### src/design/gmh_pkg.sv
// Shared widths, types and register indexes for the genotype MAF/HWE filter.
`default_nettype none
package gmh_pkg;
  localparam int unsigned MAX_SAMPLES = 65536;
  localparam int unsigned FRAC_BITS   = 16;
  localparam int unsigned CNT_W       = 17;
  localparam int unsigned FREQ_W      = 17;
  localparam int unsigned MINOR_W     = 16;
  localparam int unsigned CHISQ_W     = 33;
  localparam int unsigned THR_W       = 16;
  localparam int unsigned CFG_IDX_W   = 8;
  localparam int unsigned CFG_DATA_W  = 33;
  localparam int unsigned MC_W        = 66;
  localparam int unsigned MP_W        = 35;
  localparam int unsigned PROD_W      = MC_W + MP_W;
  localparam int unsigned DVD_W       = 98;
  localparam int unsigned DVS_W       = 66;
  localparam int unsigned Q_W         = 35;
  localparam int unsigned IN_DATA_W   = 8;
  localparam int unsigned OUT_DATA_W  = 104;

  localparam logic [CFG_IDX_W-1:0] REG_MIN_MAF   = 8'd0;
  localparam logic [CFG_IDX_W-1:0] REG_CHISQ_MAX = 8'd1;

  localparam logic [1:0] GENO_HOM_ZERO = 2'd0;
  localparam logic [1:0] GENO_HET      = 2'd1;
  localparam logic [1:0] GENO_HOM_TWO  = 2'd2;

  typedef struct packed {
    logic [CNT_W-1:0] hom_zero;
    logic [CNT_W-1:0] het;
    logic [CNT_W-1:0] hom_two;
    logic [CNT_W-1:0] called;
  } counts_t;
endpackage
`default_nettype wire

### src/design/gmh_count.sv
// Per-variant genotype class counters with a snapshot taken on the last sample.
`default_nettype none
module gmh_count (
  input  wire                  clk,
  input  wire                  rst,
  input  wire                  accept,
  input  wire [1:0]            genotype,
  input  wire                  missing,
  input  wire                  last,
  output gmh_pkg::counts_t     snap,
  output logic                 snap_valid
);
  gmh_pkg::counts_t cnt;
  gmh_pkg::counts_t cnt_next;
  logic             called;

  always_comb begin
    called   = !missing && (genotype != 2'd3) &&
               (cnt.called < gmh_pkg::CNT_W'(gmh_pkg::MAX_SAMPLES));
    cnt_next = cnt;
    if (called) begin
      cnt_next.called = cnt.called + 1'b1;
      case (genotype)
        gmh_pkg::GENO_HOM_ZERO: cnt_next.hom_zero = cnt.hom_zero + 1'b1;
        gmh_pkg::GENO_HET:      cnt_next.het      = cnt.het + 1'b1;
        gmh_pkg::GENO_HOM_TWO:  cnt_next.hom_two  = cnt.hom_two + 1'b1;
        default:                cnt_next = cnt;
      endcase
    end
  end

  always_ff @(posedge clk) begin
    if (rst) begin
      cnt        <= '0;
      snap_valid <= 1'b0;
    end else begin
      snap_valid <= accept && last;
      if (accept) begin
        if (last) begin
          cnt <= '0;
        end else begin
          cnt <= cnt_next;
        end
      end
    end
  end

  always_ff @(posedge clk) begin
    if (accept && last) begin
      snap <= cnt_next;
    end
  end
endmodule
`default_nettype wire

### config.mk
export PLATFORM = sky130hd
export DESIGN_NAME = gmh_count
export DESIGN_NICKNAME = d
export VERILOG_FILES = /design/src/design/gmh_pkg.sv /design/src/design/gmh_count.sv
export SDC_FILE = /design/constraint.sdc
export NUM_CORES = 1
export LEC_CHECK = 0
export ABC_AREA = 1
export BUFFER_PORTS_ARGS = -buffer_cell sky130_fd_sc_hd__clkbuf_2
export CAP_MARGIN = 10
export CORE_MARGIN = 8
export CORE_UTILIZATION = 53
export DETAILED_ROUTE_END_ITERATION = 6
export GPL_TIMING_DRIVEN = 0
export PLACE_DENSITY = 0.76
export REMOVE_ABC_BUFFERS = 1
export SETUP_SLACK_MARGIN = 0.2
export SYNTH_ARGS = -nofsm -noshare
export SYNTH_HDL_FRONTEND = slang
export SYNTH_SLANG_ARGS = --single-unit
### constraint.sdc
create_clock -name clk -period 2.1 [get_ports clk]
set_clock_uncertainty 0.05 [all_clocks]
set_input_delay 0.21 -clock clk [delete_from_list [all_inputs] [get_ports clk]]
set_output_delay 0.21 -clock clk [all_outputs]
set_load 0.02 [all_outputs]
* Word-level counts from Yosys, hierarchy flattened
Index checks and enable logic that the tools add are counted.
Storage, ports and cells: register bits after elaboration 137, input bits 7, logic and storage cells 29
Operators by class: $add $sub $neg 4, magnitude comparators 1, equality and inequality tests 3, mux-type cells 6, reductions and logical operators 6
Operators by type and width (number):
- 68-bit 2-to-1 mux | 2
- 17-bit by 1-bit adder with 17-bit output, second input constant | 4
- 17-bit 2-to-1 mux | 4
- 17-bit less-than comparator, second input constant | 1
- 1-bit logical AND | 3
- 3-bit OR reduction | 1
- 2-bit by 1-bit == test with 1-bit output, second input constant | 1
- 2-bit == test, second input constant | 1
- 2-bit zero test | 1
- 2-bit inequality test, second input constant | 1
- 1-bit zero test | 1

* Logic depth before layout (Yosys ltp)
Gate-level depths: netlist (run 1).
word-level depth 5, depth in mapped cells 11, mapped depth without buffers 11

* Worst setup path after synthesis (run 1)
OpenSTA, ideal clock, no wires.
path kind input to register, start input port last, end register snap[0] (netlist name) (enable), library setup time 0.423 ns, arrival 1.605 ns, data required time 1.627 ns, slack 0.022 ns, stages on the path 2, path buffers 0, cells stage by stage nand2_1 -> inv_1
Between the ends: word-level cells in the longest chain between the ends 1
RTL lines:
- start, declared | line gmh_count.sv:9 | input wire last,
- 1-bit logical AND | line gmh_count.sv:49 | if (accept && last) begin
- end signal, assigned | line gmh_count.sv:50 | snap <= cnt_next;
- end, declared | line gmh_count.sv:10 | output gmh_pkg::counts_t snap,
No other way between the ends. A chain may end at the register's enable or synchronous reset.

==> results of run 1 <==
## cell usage in the layout, fill, tap and decap left out, types with 4 or more instances in the layout
cell type  count
clkbuf_16     17
nor3_1         9
nor2_4         6
edfxtp_1      68
or2_2          5
nor2_1        50
inv_1         91
clkinv_1       5
xor2_1        11
o21ai_0        7
and2_1        18
dfxtp_1       68
a21oi_1       68
clkbuf_2      74
bufinv_16      4
xnor2_1        6
ha_1           4
nand2_1      270
nand3_1       80
buf_4          4
nand4_1       21
## power by group through the flow
| stage | combinational (W) | sequential [W] | clock, W |
|---|---|---|---|
| after floorplan | 0.0000788 | 0.00299 | 0 |
| after global routing | 0.000306 | 0.00287 | 0.00321 |
| after global placement | 0.000258 | 0.00292 | 0 |
| after detailed placement | 0.000276 | 0.00292 | 0 |
| final | 0.000283 | 0.00286 | 0.00304 |
| after CTS | 0.000278 | 0.00287 | 0.00309 |
## synth_stat cells
cell type  instances  area [µm²]
nand2_1          270        1010
inv_1             93         349
nand3_1           81         405
dfxtp_1           69        1380
a21oi_1           68         340
edfxtp_1          68        2040
nor2_1            55         206
nand4_1           21         131
and2_1            18         113
clkbuf_1          15        56.3
xor2_1            11        96.3
nor3_1            10        50.1
o21ai_0            7        35.0
xnor2_1            6        52.6
or2_2              5        31.3
ha_1               4        50.1
buf_1              3        11.3
buf_4              3        22.5
clkbuf_4           2        15.0
nand3b_1           2        15.0
nor2_2             2        12.5
nor2_4             2        22.5
o21bai_1           2        15.0
buf_2              1        5.00
or2_0              1        6.26
## cell families (layout without fill, tap and decap cells)
| kind of cell | Yosys count | after routing |
|---|---|---|
| xor gates and xnor gates | 17 | 17 |
| DFF | 137 | 137 |
| AOI/OAI and AO/OA | 77 | 77 |
| adders and majority gates | 4 | 4 |
| buffers and inverters | 117 | 207 |
| and+or+nand+nor | 467 | 467 |
## how the worst max path moves through the flow
| stage | from | end | slack [ns] |
|---|---|---|---|
| floorplan | accept | cnt[10] | -1.40 |
| global placement | accept | cnt[24] | -3.75 |
| detailed placement | genotype[1] | snap[47] | -0.33 |
| CTS | cnt[16] | snap[47] | 0.17 |
| global route | cnt[18] | cnt[31] | 0.17 |
| finish | cnt[16] | cnt[21] | 0.33 |
## state kept, by name, indices dropped and copies added, names as in the netlist
register	cells
snap_valid	1
cnt	68
snap	68
## per-stage QoR
step,hold slack [ns],cells
2_1_floorplan,0.229,795
3_3_place_gp,0.410,1017
3_5_place_dp,0.425,1020
4_1_cts,0.0321,1052
5_1_grt,0.0538,1056
6_report,0.0421,1056
## repair_timing
action                                  CTS  global route
setup buffers                             0             4
pin swaps                                 0             1
endpoints found under the setup margin   50            36
resized for setup                         4             8
## final cells by class
class	instances	area (µm²)	share of cell area, %
sequential	137	3420	44.6
multi-input combinational	565	2650	34.5
timing repair buffer	82	468	6.09
clock inverter	11	151	1.97
inverter	93	349	4.55
clock buffer	21	450	5.87
tap	147	184	2.39
## critical path: stages (launching register included)
cell and delay, ns:
dfxtp_1 0.34, inv_1 0.16, nand4_1 0.32, inv_1 0.20, nand2_1 0.09, or2_2 0.27, nand2_1 0.08, nand2_1 0.06
a21oi_1 0.12
## per-layer routing
layer  vias to the layer above  track usage (%)  wire length [µm]
met3                        17             4.69               742
li1                       2807                -                 -
met5                         -                0                 0
met2                       131             30.2              6860
met4                         0             8.21               191
met1                      2519             22.0              6380
==> summary.md, run 1 <==
| Metric | Value |
|---|---|
| Final GP Congestion | 0.787 |
| Die width | 127 µm |
| Number of nets in the layout | between 900 and 1,000 |
| IO buf count | 75 |
| Core ar. | 12,000 µm² |
| Hold Fails Final Rpt | 0 |
| CP max FO | 6 |
| Compound-gate portion of the synthesized area | ~6% |
| Slew @ Worst Pin | 0.890 ns |
| WL final | 14,200 µm |
| HPWL after detailed placement | around 9400 µm |
| Worst-path clk slew | 0.06 ns |
| Cell area after layout | approximately 7700 µm² |
| Cell count after synthesis | 819 |
| VDD IR max | 0.415 mV |
| Crit Path Class | reg -> reg |
| Internal power | 0.00491 W |
| GRT Resource Usage Total | a little under a fifth |
| Final Cycle Share | 84.5% |
| CP required | 2.38 ns |
| Final Util | 64.2% |
| Cts bufs inserted | 17 |
| Mapped Area | 6480 µm² |
| R2R Path End | cnt[21] |
| Dpl ws | -0.325 ns |
| P_sw | 0.00128 W |
| DR vias | roughly 5,500 |
| Fin Setup TNS | 0 ns |
| Synth Area in Simple Gates | 31.0% |
| DRT iter0 DRCs | between 400 and 500 |
| CP arrival | 2.06 ns |
| Largest family of logic cells by synthesized area | simple AND/OR/NAND/NOR gates |
| Vias in the first global route | 5,173 |
| Synth Area in Adders | 0.772% |
| Hold path endpoint | snap_valid |
| Die H | 127 µm |
| Synth cell types | 25 |
| Min-Delay Path Class | in -> reg |
| Final min period | 1.77 ns |
| RSZ-0062 raised after global routing | yes |
| Routed WL per cell | 13.4 µm |
| Synthesis Warnings | 0 |
| Pre-antenna DRT Iters | 6 |
| Worst slew margin | 40.5% |
| Worst reg2reg setup slack | 0.33 ns |
| Cell Rows | 40 |
| Global-route wire length before repair | 23,800 µm |
| Hold path startpoint | last |
| Io pins | 76 |
| Critical Path Source Type | flop |
| Final setup margin | about 0.33 ns |
| Die area | ~16,000 µm² |
| Switch share | 20.7% |
| Max_cap viols | 0 |
| Ant diodes | 0 |
| Post-DP Area | about 7000 µm² |
| Layout cells sized above 1 | between 10% and 20% |
| Detail Route Antenna Nets | 0 |
| Clk root buf | clkbuf_16 |
| Fillers | 1,009 |
| #FFs+latches synth | 137 |
| Total power | 0.00619 W |
| Clock power frac | 49.1% |
| Worst setup EP type | flop |
| H-tree level count | 4 |
| Fmax | 564 MHz |
| Status | completed |
| Seq/Total Area, Yosys | 52.8% |
| Starting Density | between 50% and 60% |
| Area growth syn-to-layout | 18.5% |
| Synth Area in XOR/XNOR | 2.30% |
| CTS tree | built |
| Largest net degree at the start of global routing | 70 |
| Clock buffer depth | 2 |
| Hold depth | 3 |
| Sequential power share | 46.3% |
| Setup violators final | 0 |
| DR DRC count | 0 |
| Combinational power share | 4.6% |
| Avg Vias per Cell | 5.18 |
| Clock latency at the later pin of the worst-skew pair | 0.42 ns |
| R2R depth | 8 |
| CTS hold repair buffers | 0 |
| Initial antenna violation count | 0 |
| Leakage | between 3 and 4 nW |
| PwrDens | approximately 810 nW/µm² |
| Post-synthesis mux area share | 0% |
| Clock sink total | 137 |
| Global route overflow | 0 |
| Syn avg cell area | 7.91 µm² |
| Fin. max-slew vios | 0 |
| Worst r2r src | cnt[16] |
Note: power is estimated with default switching activity, not from simulation.
==> run 2: changes to the inputs <==
Clock period 2.1 ns to 1.6 ns, I/O delays scaled along.
==> run 2 against run 1 <==
Largest cell class is now multi-input gates. Die area unchanged. Sequential share of layout area down 7.6 points. Maximum frequency up 9.8%. Highest routed layer unchanged. Count of clock-buffer cells in the layout unchanged. Worst setup slack worse by 0.34 ns. Critical endpoint is now snap[9]. Via count up 16%. Core utilization up 15 points. The run now ends with negative setup slack left.
==> summary.md, run 2 (synthesis gave the netlist of run 1 again) <==
| Metric | Value |
|---|---|
| Final min period | 1.62 ns (-0.159 ns) |
| Fin. max-slew vios | 0 (unchanged) |
| Worst-path clk slew | 0.06 ns (about the same) |
| HPWL after detailed placement | 9370 µm (unchanged) |
| Hold Fails Final Rpt | 0 (unchanged) |
| Commonest non-fill, non-tap cell in the layout | nand2_1 |
| Worst slew margin | 32.6% (-7.9 points) |
| Critical Path Source Type | flop |
| Fillers | 701 (-31%) |
| Area growth syn-to-layout | 46.1% |
| Dpl cells | 1,020 (unchanged) |
| VDD IR max | 0.592 mV (+43%) |
| Vias in the first global route | 5,885 (+14%) |
| Slew @ Worst Pin | 1.01 ns (+0.120 ns) |
| Max_cap viols | 0 (unchanged) |
| CTS tree | built |
| Commonest cells after routing, fill and taps aside | 184 x nand2_1, 76 x inv_1, 74 x clkbuf_2 |
| Setup violators final | 2 (+2) |
| Dpl ws | -0.775 ns (-0.450 ns) |
| Final setup margin | -0.0156 ns (-0.341 ns) |
| Clock sink total | 137 (unchanged) |
| Crit Path Class | reg -> reg |
| Die H | 127 µm (unchanged) |
| Routed WL per cell | 18.3 µm (+36%) |
| Clock latency at the later pin of the worst-skew pair | 0.43 ns (about the same) |
| PwrDens | 878 nW/µm² (+9.0%) |
| Die area | 16,000 µm² (unchanged) |
| Worst setup EP type | flop |
| P_sw | 0.00183 W (+43%) |
| Fmax | 619 MHz (+9.8%) |
| Reg area | 3500 µm² (+2.2%) |
| IO buf count | 75 (unchanged) |
| Clock buffer depth | 2 (unchanged) |
| WL final | 20,300 µm (+44%) |
| Number of nets in the layout | 962 (+6.1%) |
| Failing checks | negative setup slack |
| Die width | 127 µm (unchanged) |
| Area of the multi-input gates | 3840 µm² (+45%) |
| Global-route wire length before repair | 28,300 µm (+19%) |
| Switch share | 22.0% (+1.4 points) |
| Ant diodes | 0 (unchanged) |
| Final std cells w/o fill | 1,111 (+5.2%) |
| Largest net degree at the start of global routing | 70 (unchanged) |
| Layout cells sized above 1 | 46.8% (+33 points) |
| Clock power frac | 48.7% (-0.4 points) |
| Total power | 0.00831 W (+34%) |
| Min-Delay Path Class | in -> reg |
| Cts bufs inserted | 17 (unchanged) |
| Hold path startpoint | accept |
| RSZ-0062 raised after global routing | yes |
| DR DRC count | 0 (unchanged) |
| Pre-antenna DRT Iters | 6 (unchanged) |
| Initial antenna violation count | 0 (unchanged) |
| Critical Path Source | cnt[16] |
| Regs by FF count | cnt x68, snap x68, snap_valid x1 |
| Starting Density | 54.2% (unchanged) |
| CP max FO | 5 (-1) |
| Final GP Congestion | 0.787 (unchanged) |
| Combinational power share | 6.2% (+1.6 points) |
| Clk root buf | clkbuf_16 |
| DRT iter0 DRCs | 812 (+100%) |
| Io pins | 76 (unchanged) |
| Core ar. | 12,000 µm² (unchanged) |
| Final Cycle Share | 101% (+16 points) |
| Detail Route Antenna Nets | 0 (unchanged) |
| H-tree level count | 4 (unchanged) |
| Avg Vias per Cell | 5.72 (+10%) |
| Sequential power share | 45.0% (-1.3 points) |
| Worst r2r src | cnt[16] |
| CP arrival | 1.76 ns (-0.30 ns) |
| DR vias | 6,355 (+16%) |
| Leakage | 3.67 nW (+19%) |
| Global route overflow | 0 (unchanged) |
| GRT Resource Usage Total | 22.1% (+3.8 points) |
| Internal power | 0.00648 W (+32%) |
| Cell Rows | 40 (unchanged) |
| Status | finished with violations |
| CP required | 1.74 ns (-0.64 ns) |
## run 2: through the flow
step | hold WS [ns] | TNS, ns | util [%] | cell area, µm²
finish | 0.106 | -0.0272 | 79.2 | 9470
global route | 0.109 | -0.750 | 79.2 | 9470
CTS | 0.0421 | 0 | 72.1 | 8630
detailed placement | 0.423 | -51.28 | 58.5 | 7000
global placement | 0.360 | -378.02 | 57.9 | 6930
floorplan | 0.179 | -152.23 | - | 6370
## run 2: final cells by class
type,instances,area share (%)
sequential,137,36.9
clock inverter,11,1.60
timing repair buffer,134,10.4
clock buffer,21,4.76
multi-input combinational,568,40.6
tap,147,1.94
inverter,93,3.82
## run 2: what timing repair did
action	4_1_cts	5_1_grt
gates cloned	3	0
gates resized for setup	189	207
pin swaps	84	94
setup buffers	40	15
hold buffers	1	0
hold endpoints to repair	1	0
setup endpoints to repair	132	124
## run 2: worst paths after layout
path | end | slack, ns | cells after the start
worst max-delay path | snap[9] | -0.02 | 6
worst min register to register | cnt[38] | 0.44 | 2
worst min-delay path | cnt[16] | 0.11 | 3
worst max register to register | snap[9] | -0.02 | 6
## run 2: critical path, stage by stage (launching register included)
cell and delay (ns):
dfxtp_4 0.36, nor2_4 0.25, buf_6 0.17, nand2_8 0.08, nor2_4 0.20, nand2_2 0.10, and2_4 0.16
## run 2: metal layers
| layer | GRT usage, % | up-vias | wire length, µm |
|---|---|---|---|
| li1 | - | 2933 | - |
| met1 | 24.8 | 3050 | 7830 |
| met2 | 38.3 | 304 | 10400 |
| met3 | 5.15 | 68 | 1380 |
| met4 | 11.4 | 0 | 723 |
| met5 | 0 | - | 0 |
## run 2: power by group through the flow
stage | Sequential (W) | Combinational (W) | Clock, W
6_report | 0.00374 | 0.000519 | 0.00405
3_5_place_dp | 0.00383 | 0.000363 | 0
2_1_floorplan | 0.00392 | 0.000103 | 0
5_1_grt | 0.00375 | 0.000545 | 0.00422
4_1_cts | 0.00375 | 0.000455 | 0.00406
3_3_place_gp | 0.00384 | 0.000340 | 0
==> run 3: changes to the inputs <==
Settings changed: CORE_UTILIZATION 53 to 63, PLACE_DENSITY 0.76 to 0.85.
Clock period 1.6 ns to 1.9 ns, I/O delays scaled along.
==> run 3 against run 2 <==
Clock power fell by 20%. Core utilization fell by 1.1 points. Cell count decreased by 5.0%. The flow now finishes without violations. Combinational power shrank 33%. Flip-flop and latch count unchanged. Sequential power shrank 16%. Sequential share of layout area grew 6.6 points. Total power fell by 19%. First-iteration DRC count is 38% lower.
==> summary.md, run 3 (synthesis gave the netlist of run 1 again) <==
| Metric | Value |
|---|---|
| Status | completed |
| Buf+Inv Stages, Crit Path | 1 (unchanged) |
| Fin Setup TNS | 0 ns (+0.0272 ns) |
| Global route overflow | 0 (unchanged) |
| Cell Rows | 37 (-7.5%) |
| Critical Path Source Type | flop |
| Core ar. | 10,100 µm² (-15%) |
| Clk root buf | clkbuf_8 |
| CP max FO | 4 (-1) |
| Final GP Congestion | 0.861 (+9.5%) |
| Worst reg2reg setup slack | 0.23 ns (+0.25 ns) |
| Crit Path Class | reg -> reg |
| Routed WL per cell | 15.6 µm (-15%) |
| Starting Density | 63.9% (+9.7 points) |
| WL final | 16,500 µm (-19%) |
| Detail Route Antenna Nets | 0 (unchanged) |
| Final min period | 1.67 ns (+0.0513 ns) |
| Ant diodes | 0 (unchanged) |
| CTS tree | built |
| CP arrival | 2.01 ns (+0.25 ns) |
| GRT Resource Usage Total | 23.2% (+1.1 points) |
| Layout cells sized above 1 | 18.7% (-28 points) |
| Min-Delay Path Class | in -> reg |
| Hold Slack | 0.0820 ns (-0.0239 ns) |
| H-tree level count | 4 (unchanged) |
| DRT iter0 DRCs | 503 (-38%) |
| Cts bufs inserted | 17 (unchanged) |
| Area of the multi-input gates | 2780 µm² (-28%) |
| VDD IR max | 0.546 mV (-7.8%) |
| IO buf count | 75 (unchanged) |
| DR DRC count | 0 (unchanged) |
| Die area | 13,800 µm² (-14%) |
| Max stage delay on crit path | 0.36 ns (about the same) |
| Slowest stage cell on the critical path | dfxtp_2 |
| Worst slew margin | 49.6% (+17 points) |
| CP required | 2.24 ns (+0.50 ns) |
| Final Cycle Share | 87.7% (-13 points) |
| Regs by FF count | cnt x68, snap x68, snap_valid x1 |
| Largest net degree at the start of global routing | 46 (-34%) |
| Io pins | 76 (unchanged) |
| Clock buffer depth | 2 (unchanged) |
| Setup violators final | 0 (-2) |
| Pre-antenna DRT Iters | 6 (unchanged) |
| Area growth syn-to-layout | 22.1% |
| Die width | 117 µm (-7.2%) |
| CP delay by family, top | simple AND/OR/NAND/NOR gates |
| Commonest cells after routing, fill and taps aside | 267 x nand2_1, 88 x inv_1, 77 x nand3_1 |
| Total power | 0.00676 W (-19%) |
| Hold Fails Final Rpt | 0 (unchanged) |
| RSZ-0062 raised after global routing | yes |
| Fin. max-slew vios | 0 (unchanged) |
| Clock sink total | 137 (unchanged) |
| DR vias | 6,027 (-5.2%) |
| Cell mode on critical path | nand2_1 |
| Crit path cell chain | ha_2 > nand3_2 > nor2_4 > buf_4 > nand4_1 > nand2_1 > nand2_1 > nand2_1 > a21oi_1 |
| Number of nets in the layout | 918 (-4.6%) |
| Fillers | 638 (-9.0%) |
| Slew @ Worst Pin | 0.755 ns (-0.256 ns) |
| Avg Vias per Cell | 5.71 (-0.22%) |
| Die H | 117 µm (-7.2%) |
| Max_cap viols | 0 (unchanged) |
| Commonest non-fill, non-tap cell in the layout | nand2_1 |
| Worst setup EP type | flop |
| Fmax | 600 MHz (-3.1%) |
| PwrDens | 855 nW/µm² (-2.6%) |
| Reg area | 3440 µm² (-1.5%) |
| Global-route wire length before repair | 26,500 µm (-6.7%) |
| HPWL after detailed placement | 9780 µm (+4.4%) |
| Initial antenna violation count | 0 (unchanged) |
| Worst-path clk slew | 0.06 ns (about the same) |
| Leakage | 3.14 nW (-14%) |
| Vias in the first global route | 5,677 (-3.5%) |
| Clock latency at the later pin of the worst-skew pair | 0.54 ns (+0.11 ns) |
| Final Util | 78.0% (-1.1 points) |
[run 3: metrics by stage]
step | area (µm²) | instances | setup slack, ns
after CTS | 7750 | 1054 | 0.196
final | 7910 | 1056 | 0.233
after floorplan | 6370 | 795 | -1.58
after global routing | 7910 | 1056 | 0.145
after global placement | 6910 | 1006 | -3.68
after detailed placement | 7000 | 1010 | -0.476
[run 3: path summary, 6_finish.rpt]
kind         startpoint  depth (start not counted)       to
max              cnt[0]                          9  cnt[14]
min                last                          4  cnt[38]
max reg2reg      cnt[0]                          9  cnt[14]
min reg2reg     cnt[50]                          2  cnt[50]
[run 3: per-layer routing]
| metal | vias to the layer above | GRT usage (%) | wire length [µm] |
|---|---|---|---|
| li1 | 2848 | - | - |
| met1 | 2787 | 26.6 | 6290 |
| met2 | 342 | 37.6 | 8170 |
| met3 | 50 | 8.20 | 1620 |
| met4 | 0 | 11.9 | 432 |
| met5 | - | 0 | 0 |
[run 3: layout make-up]
| type | instances | area share (%) |
|---|---|---|
| clock buffer | 21 | 5.55 |
| clock inverter | 11 | 1.87 |
| inverter | 93 | 4.43 |
| multi-input combinational | 566 | 35.1 |
| sequential | 137 | 43.5 |
| tap | 136 | 2.15 |
| timing repair buffer | 92 | 7.37 |
[run 3: report_power, final]
part	leakage (nW)	switching [W]	internal, W
Combinational	1.67	0.000257	0.0000905
Sequential	1.20	0.0000183	0.00314
Clock	0.274	0.00122	0.00203
[run 3: what timing repair did]
action                                  4_1_cts  5_1_grt
hold buffers                                  2        0
gates resized for setup                      19       41
hold endpoints to repair                      2        0
cloned                                        1        0
endpoints found under the setup margin      101      106
setup buffers                                 9        2
pin swaps                                     4        8
[run 3: worst register-to-register path, cell delays in order (launching register included)]
cell and delay (ns):
dfxtp_2 0.36, ha_2 0.22, nand3_2 0.10, nor2_4 0.21, buf_4 0.15, nand4_1 0.10
nand2_1 0.10, nand2_1 0.09, nand2_1 0.07, a21oi_1 0.05
